==> src/sv/lplm_pkg.sv <==
// Shared types and constants for the link probe and lock monitor.
`timescale 1ns / 1ps

package lplm_pkg;

   // Controller modes, also the encoding of the fsm_state field
   typedef enum logic [2:0] {
      MODE_DISABLED = 3'd0,
      MODE_PROBING  = 3'd1,
      MODE_LOCKED   = 3'd2,
      MODE_LOST     = 3'd3,
      MODE_IDLE     = 3'd4
   } mode_type;

   // Link codes
   localparam logic [1:0] LINK_NONE    = 2'd0;
   localparam logic [1:0] LINK_CAN     = 2'd1;
   localparam logic [1:0] LINK_SERIAL  = 2'd2;
   localparam logic [1:0] LINK_NETWORK = 2'd3;

   // Event codes
   localparam logic [1:0] EVT_NONE         = 2'd0;
   localparam logic [1:0] EVT_NOT_DETECTED = 2'd1;
   localparam logic [1:0] EVT_LOCKED       = 2'd2;
   localparam logic [1:0] EVT_LOST         = 2'd3;

   // Configuration register indexes
   localparam logic [2:0] CSR_LINKS_PRESENT  = 3'd0;
   localparam logic [2:0] CSR_COMM_ENABLED   = 3'd1;
   localparam logic [2:0] CSR_POLL_INTERVAL  = 3'd2;
   localparam logic [2:0] CSR_ATTEMPTS       = 3'd3;
   localparam logic [2:0] CSR_LOCK_NEEDED    = 3'd4;
   localparam logic [2:0] CSR_LOST_NEEDED    = 3'd5;
   localparam logic [2:0] CSR_REPLY_WINDOW   = 3'd6;
   localparam logic [2:0] CSR_COOLDOWN       = 3'd7;

   // Fixed timing constants
   localparam logic [15:0] DEFAULT_POLL_MS = 16'd5000;
   localparam logic [3:0]  COUNT_MAX       = 4'd15;
   localparam logic [15:0] CYCLES_MAX      = 16'hFFFF;

   // Number of order slots that can carry a real link
   localparam int LINK_SLOTS = 3;

   // Tick beat
   typedef struct packed {
      logic [31:0] now_ms;
      logic        request_accepted;
      logic        reply_ready;
   } req_type;

   // Result beat
   typedef struct packed {
      logic [2:0]  fsm_state;
      logic [1:0]  target_link;
      logic        issue_request;
      logic        sample_reply;
      logic [1:0]  locked_link;
      logic [1:0]  event_code;
      logic [15:0] probe_cycles;
   } rsp_type;

endpackage

==> src/sv/link_probe_lock_monitor_core.sv <==
// Top level of the link probe and lock monitor: tick register, state update, result register.
`timescale 1ns / 1ps

//  channel | direction | beat                         | handshake
//  req     | in        | lplm_pkg::req_type tick      | req_valid / req_ready
//  rsp     | out       | lplm_pkg::rsp_type result    | rsp_valid / rsp_ready
//  csr     | in        | csr_index, csr_data write    | csr_valid / csr_ready
//
//  Each tick beat is registered in the input stage, then the state update logic
//  writes its result into the result register. A new tick is taken every cycle
//  while the result register is empty or rsp_ready is high; the single input stage
//  and result register hold beats while rsp_ready is low. Reset (synchronous)
//  leaves the block disabled with the configuration and controller registers at
//  their default values. csr writes are always accepted (csr_ready is tied high).

module link_probe_lock_monitor_core #(
   parameter int ORDER_SLOTS = 4
) (
   input  logic                  clock,
   input  logic                  reset,
   input  logic                  req_valid,
   output logic                  req_ready,
   input  lplm_pkg::req_type     req_data,
   output logic                  rsp_valid,
   input  logic                  rsp_ready,
   output lplm_pkg::rsp_type     rsp_data,
   input  logic                  csr_valid,
   output logic                  csr_ready,
   input  logic [2:0]            csr_index,
   input  logic [31:0]           csr_data
);

   localparam int IDX_W = $clog2(ORDER_SLOTS + 1);

   // Configuration registers
   logic [2:0]  links_present_ff;
   logic        comm_enabled_ff;
   logic [15:0] poll_interval_ff;
   logic [3:0]  attempts_ff;
   logic [3:0]  lock_need_ff;
   logic [3:0]  lost_need_ff;
   logic [15:0] reply_window_ff;
   logic [31:0] cooldown_ff;

   // Controller state
   lplm_pkg::mode_type mode_ff, mode_in;
   logic [IDX_W-1:0]   order_idx_ff, order_idx_in;
   logic [1:0]         probe_link_ff, probe_link_in;
   logic [3:0]         attempt_cnt_ff, attempt_cnt_in;
   logic [3:0]         success_run_ff, success_run_in;
   logic               probe_wait_ff, probe_wait_in;
   logic [31:0]        probe_start_ff, probe_start_in;
   logic [1:0]         active_link_ff, active_link_in;
   logic               poll_wait_ff, poll_wait_in;
   logic [31:0]        poll_sent_ff, poll_sent_in;
   logic [31:0]        last_poll_ff, last_poll_in;
   logic [3:0]         fail_cnt_ff, fail_cnt_in;
   logic [31:0]        anchor_ff, anchor_in;
   logic [15:0]        cycle_cnt_ff, cycle_cnt_in;

   // Pipeline registers
   logic              in_valid_ff;
   lplm_pkg::req_type in_data_ff;
   logic              rsp_valid_ff;
   lplm_pkg::rsp_type rsp_data_ff, rsp_in;

   logic        advance;
   logic        csr_write;
   logic [7:0]  slot_mask;
   logic        found;
   logic        active_ok;
   logic [15:0] interval;
   logic [17:0] poll_window;
   logic [1:0]  target;
   logic        issue;
   logic        sample;
   logic [1:0]  event_code;

   // Handshakes
   assign advance   = in_valid_ff && (!rsp_valid_ff || rsp_ready);
   assign req_ready = !in_valid_ff || advance;
   assign csr_ready = 1'b1;
   assign csr_write = csr_valid;
   assign rsp_valid = rsp_valid_ff;
   assign rsp_data  = rsp_data_ff;

   // Slot presence: slots from three up never hold a link
   assign slot_mask   = {5'b0, links_present_ff};
   assign active_ok   = (active_link_ff != lplm_pkg::LINK_NONE) &&
                        links_present_ff[active_link_ff - 2'd1];
   assign interval    = (poll_interval_ff != 16'd0) ? poll_interval_ff
                                                    : lplm_pkg::DEFAULT_POLL_MS;
   assign poll_window = {2'b0, reply_window_ff} + {1'b0, reply_window_ff, 1'b0};

   // State update for one tick, then csr side effects
   always_comb begin
      mode_in        = mode_ff;
      order_idx_in   = order_idx_ff;
      probe_link_in  = probe_link_ff;
      attempt_cnt_in = attempt_cnt_ff;
      success_run_in = success_run_ff;
      probe_wait_in  = probe_wait_ff;
      probe_start_in = probe_start_ff;
      active_link_in = active_link_ff;
      poll_wait_in   = poll_wait_ff;
      poll_sent_in   = poll_sent_ff;
      last_poll_in   = last_poll_ff;
      fail_cnt_in    = fail_cnt_ff;
      anchor_in      = anchor_ff;
      cycle_cnt_in   = cycle_cnt_ff;
      target         = lplm_pkg::LINK_NONE;
      issue          = 1'b0;
      sample         = 1'b0;
      event_code     = lplm_pkg::EVT_NONE;
      found          = 1'b0;

      if (advance) begin
         case (mode_ff)
            lplm_pkg::MODE_PROBING: begin
               // pick the next present link in priority order
               if (probe_link_ff == lplm_pkg::LINK_NONE) begin
                  for (int s = 0; s < ORDER_SLOTS; s++) begin
                     if (!found && (IDX_W'(s) >= order_idx_ff) && slot_mask[s]) begin
                        found          = 1'b1;
                        probe_link_in  = 2'(s + 1);
                        order_idx_in   = IDX_W'(s + 1);
                        attempt_cnt_in = 4'd0;
                     end
                  end
                  if (!found && (order_idx_ff < IDX_W'(ORDER_SLOTS))) begin
                     order_idx_in = IDX_W'(ORDER_SLOTS);
                  end
               end
               if (probe_link_in == lplm_pkg::LINK_NONE) begin
                  // nothing answered this round
                  if (cycle_cnt_ff == 16'd0) begin
                     event_code = lplm_pkg::EVT_NOT_DETECTED;
                  end
                  mode_in   = lplm_pkg::MODE_IDLE;
                  anchor_in = in_data_ff.now_ms;
                  if (cycle_cnt_ff != lplm_pkg::CYCLES_MAX) begin
                     cycle_cnt_in = cycle_cnt_ff + 16'd1;
                  end
               end else begin
                  target = probe_link_in;
                  if (!probe_wait_ff) begin
                     // send a probe request
                     issue = 1'b1;
                     if (in_data_ff.request_accepted) begin
                        probe_wait_in  = 1'b1;
                        probe_start_in = in_data_ff.now_ms;
                     end else begin
                        if (attempt_cnt_in != lplm_pkg::COUNT_MAX) begin
                           attempt_cnt_in = attempt_cnt_in + 4'd1;
                        end
                        if (attempt_cnt_in >= attempts_ff) begin
                           probe_link_in = lplm_pkg::LINK_NONE;
                        end
                     end
                  end else if (in_data_ff.reply_ready) begin
                     // good reply: extend the run, lock when long enough
                     if (success_run_ff != lplm_pkg::COUNT_MAX) begin
                        success_run_in = success_run_ff + 4'd1;
                     end
                     if (success_run_in >= lock_need_ff) begin
                        active_link_in = probe_link_in;
                        sample         = 1'b1;
                        mode_in        = lplm_pkg::MODE_LOCKED;
                        fail_cnt_in    = 4'd0;
                        poll_wait_in   = 1'b0;
                        probe_link_in  = lplm_pkg::LINK_NONE;
                        probe_wait_in  = 1'b0;
                        success_run_in = 4'd0;
                        order_idx_in   = '0;
                        anchor_in      = in_data_ff.now_ms;
                        event_code     = lplm_pkg::EVT_LOCKED;
                     end else begin
                        probe_wait_in = 1'b0;
                     end
                  end else if ((in_data_ff.now_ms - probe_start_ff) >
                               {16'd0, reply_window_ff}) begin
                     // reply window expired
                     probe_wait_in  = 1'b0;
                     success_run_in = 4'd0;
                     if (attempt_cnt_in != lplm_pkg::COUNT_MAX) begin
                        attempt_cnt_in = attempt_cnt_in + 4'd1;
                     end
                     if (attempt_cnt_in >= attempts_ff) begin
                        probe_link_in = lplm_pkg::LINK_NONE;
                     end
                  end
               end
            end

            lplm_pkg::MODE_LOCKED: begin
               if (!active_ok) begin
                  mode_in    = lplm_pkg::MODE_LOST;
                  anchor_in  = in_data_ff.now_ms;
                  event_code = lplm_pkg::EVT_LOST;
               end else begin
                  target = active_link_ff;
                  // periodic poll
                  if (!poll_wait_ff &&
                      ((in_data_ff.now_ms - last_poll_ff) >= {16'd0, interval})) begin
                     issue = 1'b1;
                     if (in_data_ff.request_accepted) begin
                        poll_wait_in = 1'b1;
                        poll_sent_in = in_data_ff.now_ms;
                     end else if (fail_cnt_in != lplm_pkg::COUNT_MAX) begin
                        fail_cnt_in = fail_cnt_in + 4'd1;
                     end
                     last_poll_in = in_data_ff.now_ms;
                  end
                  // poll reply or poll timeout
                  if (poll_wait_in) begin
                     if (in_data_ff.reply_ready) begin
                        sample       = 1'b1;
                        poll_wait_in = 1'b0;
                        fail_cnt_in  = 4'd0;
                     end else if ((in_data_ff.now_ms - poll_sent_in) >
                                  {14'd0, poll_window}) begin
                        poll_wait_in = 1'b0;
                        if (fail_cnt_in != lplm_pkg::COUNT_MAX) begin
                           fail_cnt_in = fail_cnt_in + 4'd1;
                        end
                     end
                  end
                  if (fail_cnt_in >= lost_need_ff) begin
                     mode_in    = lplm_pkg::MODE_LOST;
                     anchor_in  = in_data_ff.now_ms;
                     event_code = lplm_pkg::EVT_LOST;
                  end
               end
            end

            lplm_pkg::MODE_LOST: begin
               if ((in_data_ff.now_ms - anchor_ff) >= cooldown_ff) begin
                  mode_in        = lplm_pkg::MODE_PROBING;
                  order_idx_in   = '0;
                  probe_link_in  = lplm_pkg::LINK_NONE;
                  success_run_in = 4'd0;
                  attempt_cnt_in = 4'd0;
                  active_link_in = lplm_pkg::LINK_NONE;
               end
            end

            lplm_pkg::MODE_IDLE: begin
               if ((in_data_ff.now_ms - anchor_ff) >= cooldown_ff) begin
                  anchor_in      = in_data_ff.now_ms;
                  mode_in        = lplm_pkg::MODE_PROBING;
                  order_idx_in   = '0;
                  probe_link_in  = lplm_pkg::LINK_NONE;
                  success_run_in = 4'd0;
                  attempt_cnt_in = 4'd0;
               end
            end

            default: begin
            end
         endcase
      end

      // enable / disable writes act on the controller directly
      if (csr_write && (csr_index == lplm_pkg::CSR_COMM_ENABLED)) begin
         if (!csr_data[0]) begin
            mode_in        = lplm_pkg::MODE_DISABLED;
            probe_link_in  = lplm_pkg::LINK_NONE;
            active_link_in = lplm_pkg::LINK_NONE;
            probe_wait_in  = 1'b0;
            poll_wait_in   = 1'b0;
         end else if (mode_in == lplm_pkg::MODE_DISABLED) begin
            mode_in        = lplm_pkg::MODE_PROBING;
            order_idx_in   = '0;
            probe_link_in  = lplm_pkg::LINK_NONE;
            success_run_in = 4'd0;
            attempt_cnt_in = 4'd0;
            probe_wait_in  = 1'b0;
         end
      end

      rsp_in.fsm_state     = mode_in;
      rsp_in.target_link   = target;
      rsp_in.issue_request = issue;
      rsp_in.sample_reply  = sample;
      rsp_in.locked_link   = active_link_in;
      rsp_in.event_code    = event_code;
      rsp_in.probe_cycles  = cycle_cnt_in;
   end

   // Configuration registers
   always_ff @(posedge clock) begin
      if (reset) begin
         links_present_ff <= 3'd0;
         comm_enabled_ff  <= 1'b0;
         poll_interval_ff <= 16'd5000;
         attempts_ff      <= 4'd3;
         lock_need_ff     <= 4'd2;
         lost_need_ff     <= 4'd3;
         reply_window_ff  <= 16'd1000;
         cooldown_ff      <= 32'd30000;
      end else if (csr_write) begin
         case (csr_index)
            lplm_pkg::CSR_LINKS_PRESENT: links_present_ff <= csr_data[2:0];
            lplm_pkg::CSR_COMM_ENABLED:  comm_enabled_ff  <= csr_data[0];
            lplm_pkg::CSR_POLL_INTERVAL: poll_interval_ff <= csr_data[15:0];
            lplm_pkg::CSR_ATTEMPTS:      attempts_ff      <= csr_data[3:0];
            lplm_pkg::CSR_LOCK_NEEDED:   lock_need_ff     <= csr_data[3:0];
            lplm_pkg::CSR_LOST_NEEDED:   lost_need_ff     <= csr_data[3:0];
            lplm_pkg::CSR_REPLY_WINDOW:  reply_window_ff  <= csr_data[15:0];
            lplm_pkg::CSR_COOLDOWN:      cooldown_ff      <= csr_data;
            default: begin
            end
         endcase
      end
   end

   // Controller state
   always_ff @(posedge clock) begin
      if (reset) begin
         mode_ff        <= lplm_pkg::MODE_DISABLED;
         order_idx_ff   <= '0;
         probe_link_ff  <= lplm_pkg::LINK_NONE;
         attempt_cnt_ff <= 4'd0;
         success_run_ff <= 4'd0;
         probe_wait_ff  <= 1'b0;
         probe_start_ff <= 32'd0;
         active_link_ff <= lplm_pkg::LINK_NONE;
         poll_wait_ff   <= 1'b0;
         poll_sent_ff   <= 32'd0;
         last_poll_ff   <= 32'd0;
         fail_cnt_ff    <= 4'd0;
         anchor_ff      <= 32'd0;
         cycle_cnt_ff   <= 16'd0;
      end else begin
         mode_ff        <= mode_in;
         order_idx_ff   <= order_idx_in;
         probe_link_ff  <= probe_link_in;
         attempt_cnt_ff <= attempt_cnt_in;
         success_run_ff <= success_run_in;
         probe_wait_ff  <= probe_wait_in;
         probe_start_ff <= probe_start_in;
         active_link_ff <= active_link_in;
         poll_wait_ff   <= poll_wait_in;
         poll_sent_ff   <= poll_sent_in;
         last_poll_ff   <= last_poll_in;
         fail_cnt_ff    <= fail_cnt_in;
         anchor_ff      <= anchor_in;
         cycle_cnt_ff   <= cycle_cnt_in;
      end
   end

   // Input stage
   always_ff @(posedge clock) begin
      if (reset) begin
         in_valid_ff <= 1'b0;
      end else if (req_valid && req_ready) begin
         in_valid_ff <= 1'b1;
      end else if (advance) begin
         in_valid_ff <= 1'b0;
      end
   end

   always_ff @(posedge clock) begin
      if (req_valid && req_ready) begin
         in_data_ff <= req_data;
      end
   end

   // Result register
   always_ff @(posedge clock) begin
      if (reset) begin
         rsp_valid_ff <= 1'b0;
      end else if (advance) begin
         rsp_valid_ff <= 1'b1;
      end else if (rsp_ready) begin
         rsp_valid_ff <= 1'b0;
      end
   end

   always_ff @(posedge clock) begin
      if (advance) begin
         rsp_data_ff <= rsp_in;
      end
   end

   // Checks
   a_stall_holds_tick: assert property (@(posedge clock) disable iff (reset)
      in_valid_ff && !advance |=> in_valid_ff && $stable(in_data_ff))
      else $error("held tick changed while stalled");

   a_advance_gives_result: assert property (@(posedge clock) disable iff (reset)
      advance |=> rsp_valid_ff)
      else $error("processed tick produced no result");

   a_locked_has_link: assert property (@(posedge clock) disable iff (reset)
      mode_ff == lplm_pkg::MODE_LOCKED |->
         active_link_ff != lplm_pkg::LINK_NONE && probe_link_ff == lplm_pkg::LINK_NONE)
      else $error("locked without an active link");

   a_disabled_clear: assert property (@(posedge clock) disable iff (reset)
      mode_ff == lplm_pkg::MODE_DISABLED |->
         active_link_ff == lplm_pkg::LINK_NONE && !probe_wait_ff && !poll_wait_ff)
      else $error("disabled with live link state");

   a_enable_tracks_mode: assert property (@(posedge clock) disable iff (reset)
      (mode_ff == lplm_pkg::MODE_DISABLED) == !comm_enabled_ff)
      else $error("enable bit and disabled mode disagree");

endmodule
==> config.mk <==
export PLATFORM = sky130hd
export DESIGN_NAME = link_probe_lock_monitor_core
export DESIGN_NICKNAME = d
export VERILOG_FILES = /design/src/sv/lplm_pkg.sv /design/src/sv/link_probe_lock_monitor_core.sv
export SDC_FILE = /design/constraint.sdc
export NUM_CORES = 1
export LEC_CHECK = 0
export ABC_AREA = 1
export BUFFER_PORTS_ARGS = -buffer_cell sky130_fd_sc_hd__buf_2
export CORE_MARGIN = 5
export CORE_UTILIZATION = 60
export CTS_CLUSTER_SIZE = 16
export DETAILED_ROUTE_END_ITERATION = 10
export PLACE_DENSITY = 0.87
export SYNTH_ARGS = -nofsm -noshare
export SYNTH_HDL_FRONTEND = slang
export SYNTH_SLANG_ARGS = --single-unit
==> constraint.sdc <==
create_clock -name clock -period 9.23 [get_ports clock]
set_clock_uncertainty 0.05 [all_clocks]
set_input_delay 1.3845 -clock clock [delete_from_list [all_inputs] [get_ports clock]]
set_output_delay 1.3845 -clock clock [all_outputs]
set_load 0.02 [all_outputs]
After elaboration in Yosys (flattened, before gate mapping)
Index checks and enable logic that the tools add are counted.
W data, S select, Z words.
- register bits: 310
- input port bits: 74
- output and inout bits: 30
- logic and storage cells: 336
- add/subtract/negate cells: 11
- order comparisons: 13
- equal/unequal tests: 26
- multiplexer cells: 208
- bitwise operators: 2
- reduce and logical (&&, ||, !) cells: 43
- operators by type and width (operator ; count):
    $mux W32 ; 12
    $mux W4 ; 62
    $sub A32 B32 Y32 ; 4
    $pmux W32 S3 ; 1
    $mux W16 ; 5
    $mux W3 ; 25
    $mux W2 ; 35
    $mux W1 ; 55
    $ge A32 B16 Y1 ; 1
    $ge A32 B32 Y1 ; 1
    $gt A32 B16 Y1 ; 1
    $gt A32 B18 Y1 ; 1
    $pmux W4 S2 ; 3
    $add A16 B17 Y18 ; 1
    $add A16 B1 Y16 const B ; 1
    $add A4 B1 Y4 const B ; 4
    $ge A4 B4 Y1 ; 4
    $logic_not A16 Y1 ; 1
    $ne A16 B16 Y1 const B ; 1
    $ne A4 B4 Y1 const B ; 4
    $pmux W2 S2 ; 4
    $reduce_bool A16 Y1 ; 1
    $eq A3 B3 Y1 const B ; 5
    $reduce_and A2 Y1 ; 7
    26 further kinds ; 64

Depth between registers and ports, before layout
Gate-level depths: netlist of the first run.
- word-level depth: 39
- gate-level depth with buffers: 71
- depth with buffers taken out: 69

Least setup slack after synthesis of the first run
OpenSTA, ideal clock, no wires.
- path kind: register to register
- start point: reg in_data_ff[2] (netlist name)
- end point: reg order_idx_ff[0]
- library setup time: 118 ps
- data arrival time: 7675 ps
- data required time: 9062 ps
- path slack: 1387 ps
- stages on the path, launching flop included: 65
- path buffers: 2
- clock period less this slack: 7843 ps
- path through: edfxtp_1 > inv_1 > ha_1 > inv_1 > fa_1 > nand3_1 > nand3_2 > nand2_1 > nand2_1 > nand2_1 > nand2_1 > xor2_1 > ha_1 > inv_1 > nor3_1 > a211oi_1 > nand3_1 > nor2_1 > [29 not listed] > nor2_1 > nand3_2 > nand3b_1 > nand2_1 > a21boi_0 > ha_1 > inv_1 > a21oi_1 > o21a_1 > o21ai_0 > nand2_1 > nand2_1 > nand3_1 > a22oi_1 > nand3_2 > nand2_2 > buf_8 > nor2_2
- longest elaborated chain between the ends: 24
- RTL lines (what ; RTL line ; source):
    start: declaration ; link_probe_lock_monitor_core.sv:63 ; lplm_pkg::req_type in_data_ff;
    start signal: assignment ; link_probe_lock_monitor_core.sv:365 ; in_data_ff <= req_data;
    $sub A32 B32 Y32 ; link_probe_lock_monitor_core.sv:204 ; ((in_data_ff.now_ms - last_poll_ff) >= {16'd0, interval})) begin
    $ge A32 B16 Y1 ; link_probe_lock_monitor_core.sv:204 ;
    $logic_and A1 B1 Y1 ; link_probe_lock_monitor_core.sv:203 ; if (!poll_wait_ff &&
    $mux W32 / $mux W4 (equally long branches) ; link_probe_lock_monitor_core.sv:203 ;
    $mux W32 / $mux W4 (equally long branches) ; link_probe_lock_monitor_core.sv:196 ; if (!active_ok) begin
    $mux W32 / $mux W4 (equally long branches) ; link_probe_lock_monitor_core.sv:118 ; case (mode_ff)
    $mux W32 / $mux W4 (equally long branches) ; link_probe_lock_monitor_core.sv:117 ; if (advance) begin
    $sub A32 B32 Y32 (tied with other cells) ; link_probe_lock_monitor_core.sv:220 ; end else if ((in_data_ff.now_ms - poll_sent_in) >
    [8 not listed] ; n/a ;
    $mux W3 ; link_probe_lock_monitor_core.sv:228 ; if (fail_cnt_in >= lost_need_ff) begin
    $mux W3 ; link_probe_lock_monitor_core.sv:196 ;
    $pmux W3 S3 ; link_probe_lock_monitor_core.sv:118 ;
    $mux W3 ; link_probe_lock_monitor_core.sv:117 ;
    $logic_not A3 Y1 ; link_probe_lock_monitor_core.sv:271 ; end else if (mode_in == lplm_pkg::MODE_DISABLED) begin
    $mux W3 ; link_probe_lock_monitor_core.sv:271 ;
    $mux W3 ; link_probe_lock_monitor_core.sv:265 ; if (!csr_data[0]) begin
    $mux W3 * ; link_probe_lock_monitor_core.sv:264 ; if (csr_write && (csr_index == lplm_pkg::CSR_COMM_ENABLED)) begin
    end signal: assignment ; link_probe_lock_monitor_core.sv:336 ; order_idx_ff <= order_idx_in;
    end: declaration ; link_probe_lock_monitor_core.sv:47 ; logic [IDX_W-1:0] order_idx_ff, order_idx_in;
Every way passes the cells marked *; elsewhere a longest branch is shown, timed or not. The select of a mux whose other input is x is not followed.
A chain may end at the register's enable or synchronous reset.

Worst setup path in the final report of the first run
- start point: reg in_data_ff[2] (netlist name)
- end point: reg anchor_ff[31]
- longest elaborated chain between the ends: 18
- RTL lines (what ; RTL line ; source):
    $sub A32 B32 Y32 ; link_probe_lock_monitor_core.sv:204 ;
    $ge A32 B16 Y1 ; link_probe_lock_monitor_core.sv:204 ;
    $logic_and A1 B1 Y1 ; link_probe_lock_monitor_core.sv:203 ;
    $mux W32 / $mux W4 (equally long branches) ; link_probe_lock_monitor_core.sv:203 ;
    $mux W32 / $mux W4 (equally long branches) ; link_probe_lock_monitor_core.sv:196 ;
    $mux W32 / $mux W4 (equally long branches) ; link_probe_lock_monitor_core.sv:118 ;
    $mux W32 / $mux W4 (equally long branches) ; link_probe_lock_monitor_core.sv:117 ;
    $sub A32 B32 Y32 (tied with other cells) ; link_probe_lock_monitor_core.sv:220 ;
    [2 not listed] ; n/a ;
    $mux W4 ; link_probe_lock_monitor_core.sv:216 ; if (in_data_ff.reply_ready) begin
    $mux W4 ; link_probe_lock_monitor_core.sv:215 ; if (poll_wait_in) begin
    $mux W4 ; link_probe_lock_monitor_core.sv:196 ;
    $mux W4 ; link_probe_lock_monitor_core.sv:118 ;
    $mux W4 ; link_probe_lock_monitor_core.sv:117 ;
    $ge A4 B4 Y1 ; link_probe_lock_monitor_core.sv:228 ;
    $ne A3 B3 Y1 (no line) ; n/a ;
    $reduce_and A7 Y1 (no line) * ; n/a ;
    end signal: assignment ; link_probe_lock_monitor_core.sv:347 ; anchor_ff <= anchor_in;
    end: declaration ; link_probe_lock_monitor_core.sv:58 ; logic [31:0] anchor_ff, anchor_in;
Marked as above.

==> summary.txt, run 1 <==
Run status
  • Status: finished, final reports clean

Worst setup path
  • Setup CP Type: reg2reg
  • R2R depth: 66
  • Critical-path top delay cell: edfxtp_1
  • Crit end category: flop
  • Critical Path RT: 9.61 ns
  • Critical path fanouts, max: 16
  • Most frequent CP cell: nand2_1
  • Max incr delay on CP: 0.40 ns
  • Worst path arrival time: 8.99 ns
  • Crit path launch type: flop

Yosys
  • Post-synthesis sequential area ratio: 0.292
  • Post-synthesis mux area share: 0.0107
  • Synth top area share: 0.213
  • Compound-gate portion of the synthesized area: 0.188
  • Ys flop type: dfxtp_1
  • Synth top area cells: dfxtp_1, ha_1, nand2_1
  • Mapped Nets: 3721
  • Largest family of logic cells by synthesized area: simple AND/OR/NAND/NOR gates
  • Synth Register Bits: 310
  • Simple-gate area share of the yosys netlist: 0.224
  • Synth Cell Area: 23400 um2
  • Ys Warns: 0
  • XOR/XNOR share of the synthesized area: 0.0438
  • EDFF count, synth: 61
  • Synth Area per Inst: 6.87 um2
  • Post-synth ARST share: 0
  • Leading area contributor after synthesis: dfxtp_1
  • Synth cell types: 62
  • Adder-cell share of the synthesized area: 0.134
  • Gate Count Post-Synth: 3400

Drt
  • DRC: 0
  • DRT antenna net count: 0
  • Vias post-DR: 23400
  • WL/cell: 17.7 um
  • 1st-pass router iterations: 6
  • Final WL: 72000 um
  • Initial DRC Count: 2935
  • Via density per instance: 5.74

Timing
  • Hold Vio Cnt, Final: 0
  • Tmin final: 8.60 ns
  • Final max-slew violation count: 0
  • Final period util: 0.932
  • Fmax: 0.116 GHz
  • Least-Margin Pin Slew: 1.20 ns
  • Final setup fails: 0
  • Max_slew headroom: 0.198

Die
  • Num rows: 72
  • Core footprint: 38600 um2
  • Die ar.: 43000 um2
  • Chip height: 207 um
  • Die X: 207 um
  • Initial core utilization: 0.606
  • # IOs: 104

Flow run
  • Max-cap violation count: 0

Global route
  • Largest net degree at the start of global routing: 111
  • Number of global-route vias before repair: 20900
  • GR Overflow Total: 0
  • First-pass GRT wire length: 110000 um
  • Total GRT Usage: 0.314
  • Initial antenna violation count: 1

Clock network
  • Num CTS Buffers: 36
  • Worst-path clk slew: 0.06 ns
  • TritonCTS clock tree: built
  • Root buffer cell: clkbuf_16
  • Max clock buf depth: 3
  • Clk sink count: 310
  • H-tree Lvls: 2
  • Clk_lat worst skew: 0.56 ns

Placed design
  • Routability cong.: 1.01
  • Placed cell areas: 24600 um2
  • # placed instances: 3989
  • Post-detail-place hpwl: 54500 um
  • Port Buffers: 102

Pwr
  • Comb pwr share: 0.223
  • Pint: 2600 uW
  • Switching share of power: 0.313
  • Leakage: 0.0123 uW
  • Sequential Power Share: 0.378
  • Pwr dens: 145 nW/um2
  • Worst IR Drop VDD: 0.148 mV
  • NetSw: 1190 uW
  • Clock share of power: 0.399

Finish
  • Nets: 3844
  • P&R area growth vs syn: 11.6%
  • Layout Cells excl Fill: 4070
  • Fin area: 26100 um2
  • # fillers: 3301
  • Layout cell share with drive strength beyond 1: 0.0896

Hold path
  • Hold path cells: 2
  • Worst hold path type: reg2reg
## cell families after synthesis
kind of cell	count (synthesis)
xor gates and xnor gates	117
and+or+nand+nor	1241
other	1
muxes	25
adders and majority gates	247
buffers and inverters	655
DFF	310
AOI/OAI and AO/OA	804
## placed cells by master, fill, tap and decap left out, drive strengths merged, types with 3 or more instances in the layout
master / instances
o21a: 8
o2111ai: 3
xnor2: 28
inv: 588
a22oi: 4
clkinvlp: 3
a221oi: 4
a21o: 10
and3: 6
nor4: 10
a21oi: 382
nand4: 44
a21boi: 15
nand3b: 8
dfxtp: 249
buf: 155
ha: 242
nor3: 37
mux2i: 25
nand2: 727
o21ai: 293
o211ai: 27
clkinv: 4
o22ai: 11
nand3: 138
fa: 5
a211oi: 9
or2: 8
edfxtp: 61
clkbuf: 53
and2: 5
nor2: 256
a31oi: 14
o21bai: 18
xor2: 89
## cells in the mapped netlist, types with 34 or more instances
cell type / instances
nand3_1: 130
nand4_1: 43
a21oi_1: 373
edfxtp_1: 61
clkbuf_1: 65
nand2_1: 714
o21ai_0: 276
nor3_1: 34
xor2_1: 89
ha_1: 242
nor2_1: 245
dfxtp_1: 249
inv_1: 570
## cell type report
class | count | area (um2) | area share
Sequential cell | 310 | 6820 | 0.261
Clock buffer | 51 | 1090 | 0.0418
Antenna cell | 1 | 2.50 | 0.0000959
Clock inverter | 15 | 159 | 0.00609
Multi-Input combinational cell | 2436 | 14200 | 0.544
Inverter | 582 | 2200 | 0.0842
Tap cell | 518 | 648 | 0.0248
Timing Repair Buffer | 157 | 975 | 0.0374
## worst max-delay path, delay by kind of cell (launching register included)
kind / cells / cell delay, ns
simple gates: 36 / 3.51
compound gates: 12 / 1.48
flops: 1 / 0.40
fa+ha+maj: 6 / 1.68
xor+xnor: 2 / 0.34
buf+inv: 10 / 0.98
## metrics by stage
step | total power, uW | TNS (ns) | hold WS, ns | utilization | setup WS, ns
after floorplan | 2030 | 0 | 0.378 | - | 1.39
after global placement | 2250 | 0 | 0.398 | 0.637 | 0.243
after detailed placement | 2260 | 0 | 0.403 | 0.637 | 0.0312
after CTS | 3760 | 0 | 0.412 | 0.669 | 0.0872
after global routing | 3950 | -0.0707 | 0.434 | 0.677 | -0.0276
final | 3790 | 0 | 0.409 | 0.677 | 0.625
## layer usage
layer,track usage,up-vias,part of all wire
li1,-,11400,-
met1,0.445,10600,0.43
met2,0.466,1132,0.41
met3,0.0707,229,0.11
met4,0.124,0,0.047
met5,0,-,0
## path summary, 6_finish.rpt
path,slack (ns),start,endpoint
setup / recovery,0.63,in_data_ff[2],anchor_ff[31]
hold / removal,0.41,lock_need_ff[2],lock_need_ff[2]
setup reg to reg,0.63,in_data_ff[2],anchor_ff[31]
hold reg to reg,0.41,lock_need_ff[2],lock_need_ff[2]
## registers in the layout, indices dropped and copies added, names as in the netlist, 27 cells and up
name,flops
anchor_ff,32
cooldown_ff,32
in_data_ff,34
last_poll_ff,32
poll_sent_ff,32
probe_start_ff,32
rsp_data,27
## what timing repair did
action / in CTS / in global routing
setup endpoints to repair: 14 / 50
pin swaps: 0 / 5
gates resized for setup: 1 / 35
hold buffers: 0 / 0
setup buffers: 0 / 11
gates cloned: 0 / 3
## power groups by stage
| stage | combinational [uW] | clock (uW) | sequential, uW |
|---|---|---|---|
| 6_report | 844 | 1510 | 1430 |
| 3_3_place_gp | 785 | 0 | 1460 |
| 4_1_cts | 807 | 1520 | 1430 |
| 3_5_place_dp | 800 | 0 | 1460 |
| 2_1_floorplan | 565 | 0 | 1470 |
| 5_1_grt | 936 | 1580 | 1430 |
Note: power is estimated with default switching activity, not from simulation.
==> inputs of run 2 (changes only) <==
--- a/config.mk
+++ b/config.mk
@@ -11,7 +11,7 @@
 export CORE_UTILIZATION = 60
 export CTS_CLUSTER_SIZE = 16
 export DETAILED_ROUTE_END_ITERATION = 10
-export PLACE_DENSITY = 0.87
+export PLACE_DENSITY = 0.74
 export SYNTH_ARGS = -nofsm -noshare
 export SYNTH_HDL_FRONTEND = slang
 export SYNTH_SLANG_ARGS = --single-unit
==> run 2 against run 1 <==
Setup slack worse by 0.056 ns. Sequential power about the same. Core utilization up 0.18 points. Total power grew 0.14%. Largest power group unchanged. Die area is the same.
==> summary.txt, run 2 (synthesis results as in run 1) <==
Run status
  • Status: finished, final reports clean

Timing
  • Fmax: 0.115 GHz (-0.65%)
  • Final setup fails: 0 (unchanged)
  • Max_slew headroom: 0.178 (-0.0197)
  • Final max-slew violation count: 0 (unchanged)
  • Hold Vio Cnt, Final: 0 (unchanged)
  • Setup TNS Final: 0 ns (unchanged)
  • Final period util: 0.938 (+0.00610)
  • Tmin final: 8.66 ns (+0.0563 ns)
  • Least-Margin Pin Slew: 1.23 ns (+0.0295 ns)

Drt
  • Initial DRC Count: 2093 (-29%)
  • DRT antenna net count: 0 (unchanged)
  • DRC: 0 (unchanged)
  • 1st-pass router iterations: 6 (unchanged)
  • Via density per instance: 5.71 (-0.45%)
  • Vias post-DR: 23300 (-0.30%)
  • Final WL: 75500 um (+4.8%)
  • WL/cell: 18.5 um (+4.7%)

Worst setup path
  • Crit end category: flop
  • R2R depth: 62 (-6.1%)
  • Critical-path top delay cell: fa_2
  • Setup CP Type: reg2reg
  • Critical path fanouts, max: 8 (-8)
  • Worst flop-to-flop path endpoint: anchor_ff[0]
  • Worst path arrival time: 9.06 ns (+0.07 ns)
  • Worst R2R Setup Slack: 0.57 ns (-0.06 ns)
  • Crit path launch type: flop
  • Max incr delay on CP: 0.43 ns (+0.03 ns)
  • Critical Path RT: 9.63 ns (+0.02 ns)
  • Most frequent CP cell: nand2_1
  • Launch point of the worst reg-to-reg path: in_data_ff[2]

Placed design
  • Post-detail-place hpwl: 58100 um (+6.7%)
  • Routability cong.: 0.975 (-3.8%)
  • # placed instances: 3995 (+0.15%)
  • Port Buffers: 102 (unchanged)

Clock network
  • TritonCTS clock tree: built
  • Root buffer cell: clkbuf_16
  • Max clock buf depth: 3 (unchanged)
  • Clk sink count: 310 (unchanged)
  • H-tree Lvls: 2 (unchanged)
  • Num CTS Buffers: 36 (unchanged)
  • Worst-path clk slew: 0.06 ns (about the same)
  • Hold buffer count at cts: 0 (unchanged)
  • Clk_lat worst skew: 0.57 ns (about the same)

Global route
  • Total GRT Usage: 0.330 (+0.0165)
  • Largest net degree at the start of global routing: 108 (-2.7%)
  • Initial antenna violation count: 3 (+2)
  • Number of global-route vias before repair: 22100 (+6.1%)
  • GR Overflow Total: 0 (unchanged)
  • First-pass GRT wire length: 115000 um (+4.0%)

Die
  • Initial core utilization: 0.606 (unchanged)
  • Die X: 207 um (unchanged)
  • # IOs: 104 (unchanged)
  • Core footprint: 38600 um2 (unchanged)
  • Die ar.: 43000 um2 (unchanged)
  • Chip height: 207 um (unchanged)
  • Num rows: 72 (unchanged)

Finish
  • Number of flip-flops in the largest register: 34 (unchanged)
  • Layout cell share with drive strength beyond 1: 0.0906 (+0.000999)
  • Commonest non-fill, non-tap cell in the layout: nand2_1
  • P&R area growth vs syn: 11.9%
  • Most frequent cells in the layout: nand2_1, inv_1, a21oi_1
  • Layout Cells excl Fill: 4076 (+0.15%)
  • Nets: 3849 (+0.13%)
  • # fillers: 3331 (+0.91%)
  • Most flops, register: in_data_ff

Hold path
  • Hold Startpoint: anchor_ff[29]
  • Worst hold path type: reg2reg
  • Hold endpoint: anchor_ff[29]
  • Hold path cells: 2 (unchanged)

Pwr
  • Worst IR Drop VDD: 0.139 mV (-5.8%)
  • Pwr dens: 145 nW/um2 (-0.14%)
  • Leakage: 0.0123 uW (+0.42%)

Flow run
  • Max-cap violation count: 0 (unchanged)
-- run 2: changes by cell type in the layout (fill, tap and decap cells not counted), sizes merged --
cell      delta
clkinv       +5
inv          -4
buf          +2
clkbuf       +1
bufinv       +2
diode        +1
clkinvlp     -3
nand3        +2
-- run 2: repair_timing --
action / 4_1_cts / 5_1_grt
pin swaps: 0 / 10
setup endpoints to repair: 1 / 50
buffers inserted: 0 / 7
cloned: 0 / 6
resized for setup: 1 / 46
-- run 2: per-stage QoR --
stage,hold slack [ns],instance area (um2),utilization,setup WS [ns],total power [uW]
6_report,0.409,26200,0.679,0.569,3790
2_1_floorplan,0.378,23400,-,1.39,2030
4_1_cts,0.413,25800,0.670,0.130,3770
3_3_place_gp,0.395,24600,0.638,0.320,2260
5_1_grt,0.428,26200,0.678,-0.0832,3960
3_5_place_dp,0.404,24600,0.638,0.0781,2280
-- run 2: layout make-up --
cell class	instances	area (um2)	share of cell area
multi-input combinational	2438	14300	0.545
clock buffer	51	1010	0.0385
tap	518	648	0.0248
timing repair buffer	160	1010	0.0386
clock inverter	15	210	0.00803
antenna	2	5.00	0.000191
sequential	310	6820	0.261
inverter	582	2200	0.0840
-- run 2: routing by layer --
layer / track usage / part of all wire / wire (um) / vias up
met5: 0 / 0.00017 / 13 / -
met4: 0.197 / 0.071 / 5380 / 2
met3: 0.0609 / 0.081 / 6110 / 247
met2: 0.543 / 0.45 / 33900 / 947
met1: 0.405 / 0.40 / 30100 / 10600
li1: - / - / - / 11500
-- run 2: worst max-delay path: cells and delay by family, from the launching register on --
kind,cells,cell delay (ns)
AOI/OAI and AO/OA,11,1.38
xor gates and xnor gates,2,0.32
adders and majority gates,6,1.78
buffers and inverters,8,0.78
DFF,1,0.41
muxes,1,0.31
and+or+nand+nor,34,3.50
-- run 2: worst max path at each step --
stage,from,to,cells past startpoint
floorplan,in_data_ff[2],order_idx_ff[0],64
global placement,in_data_ff[2],success_run_ff[0],63
detailed placement,in_data_ff[2],success_run_ff[0],60
CTS,in_data_ff[2],success_run_ff[0],62
global route,in_data_ff[2],anchor_ff[31],64
finish,in_data_ff[2],anchor_ff[0],62
-- run 2: where the power goes --
part           total (uW)  leakage [uW]  switching [uW]  internal (uW)
clock                1500      0.000595             615            884
sequential           1430       0.00260            21.0           1410
combinational         862       0.00913             558            304
total                3790        0.0123            1190           2600
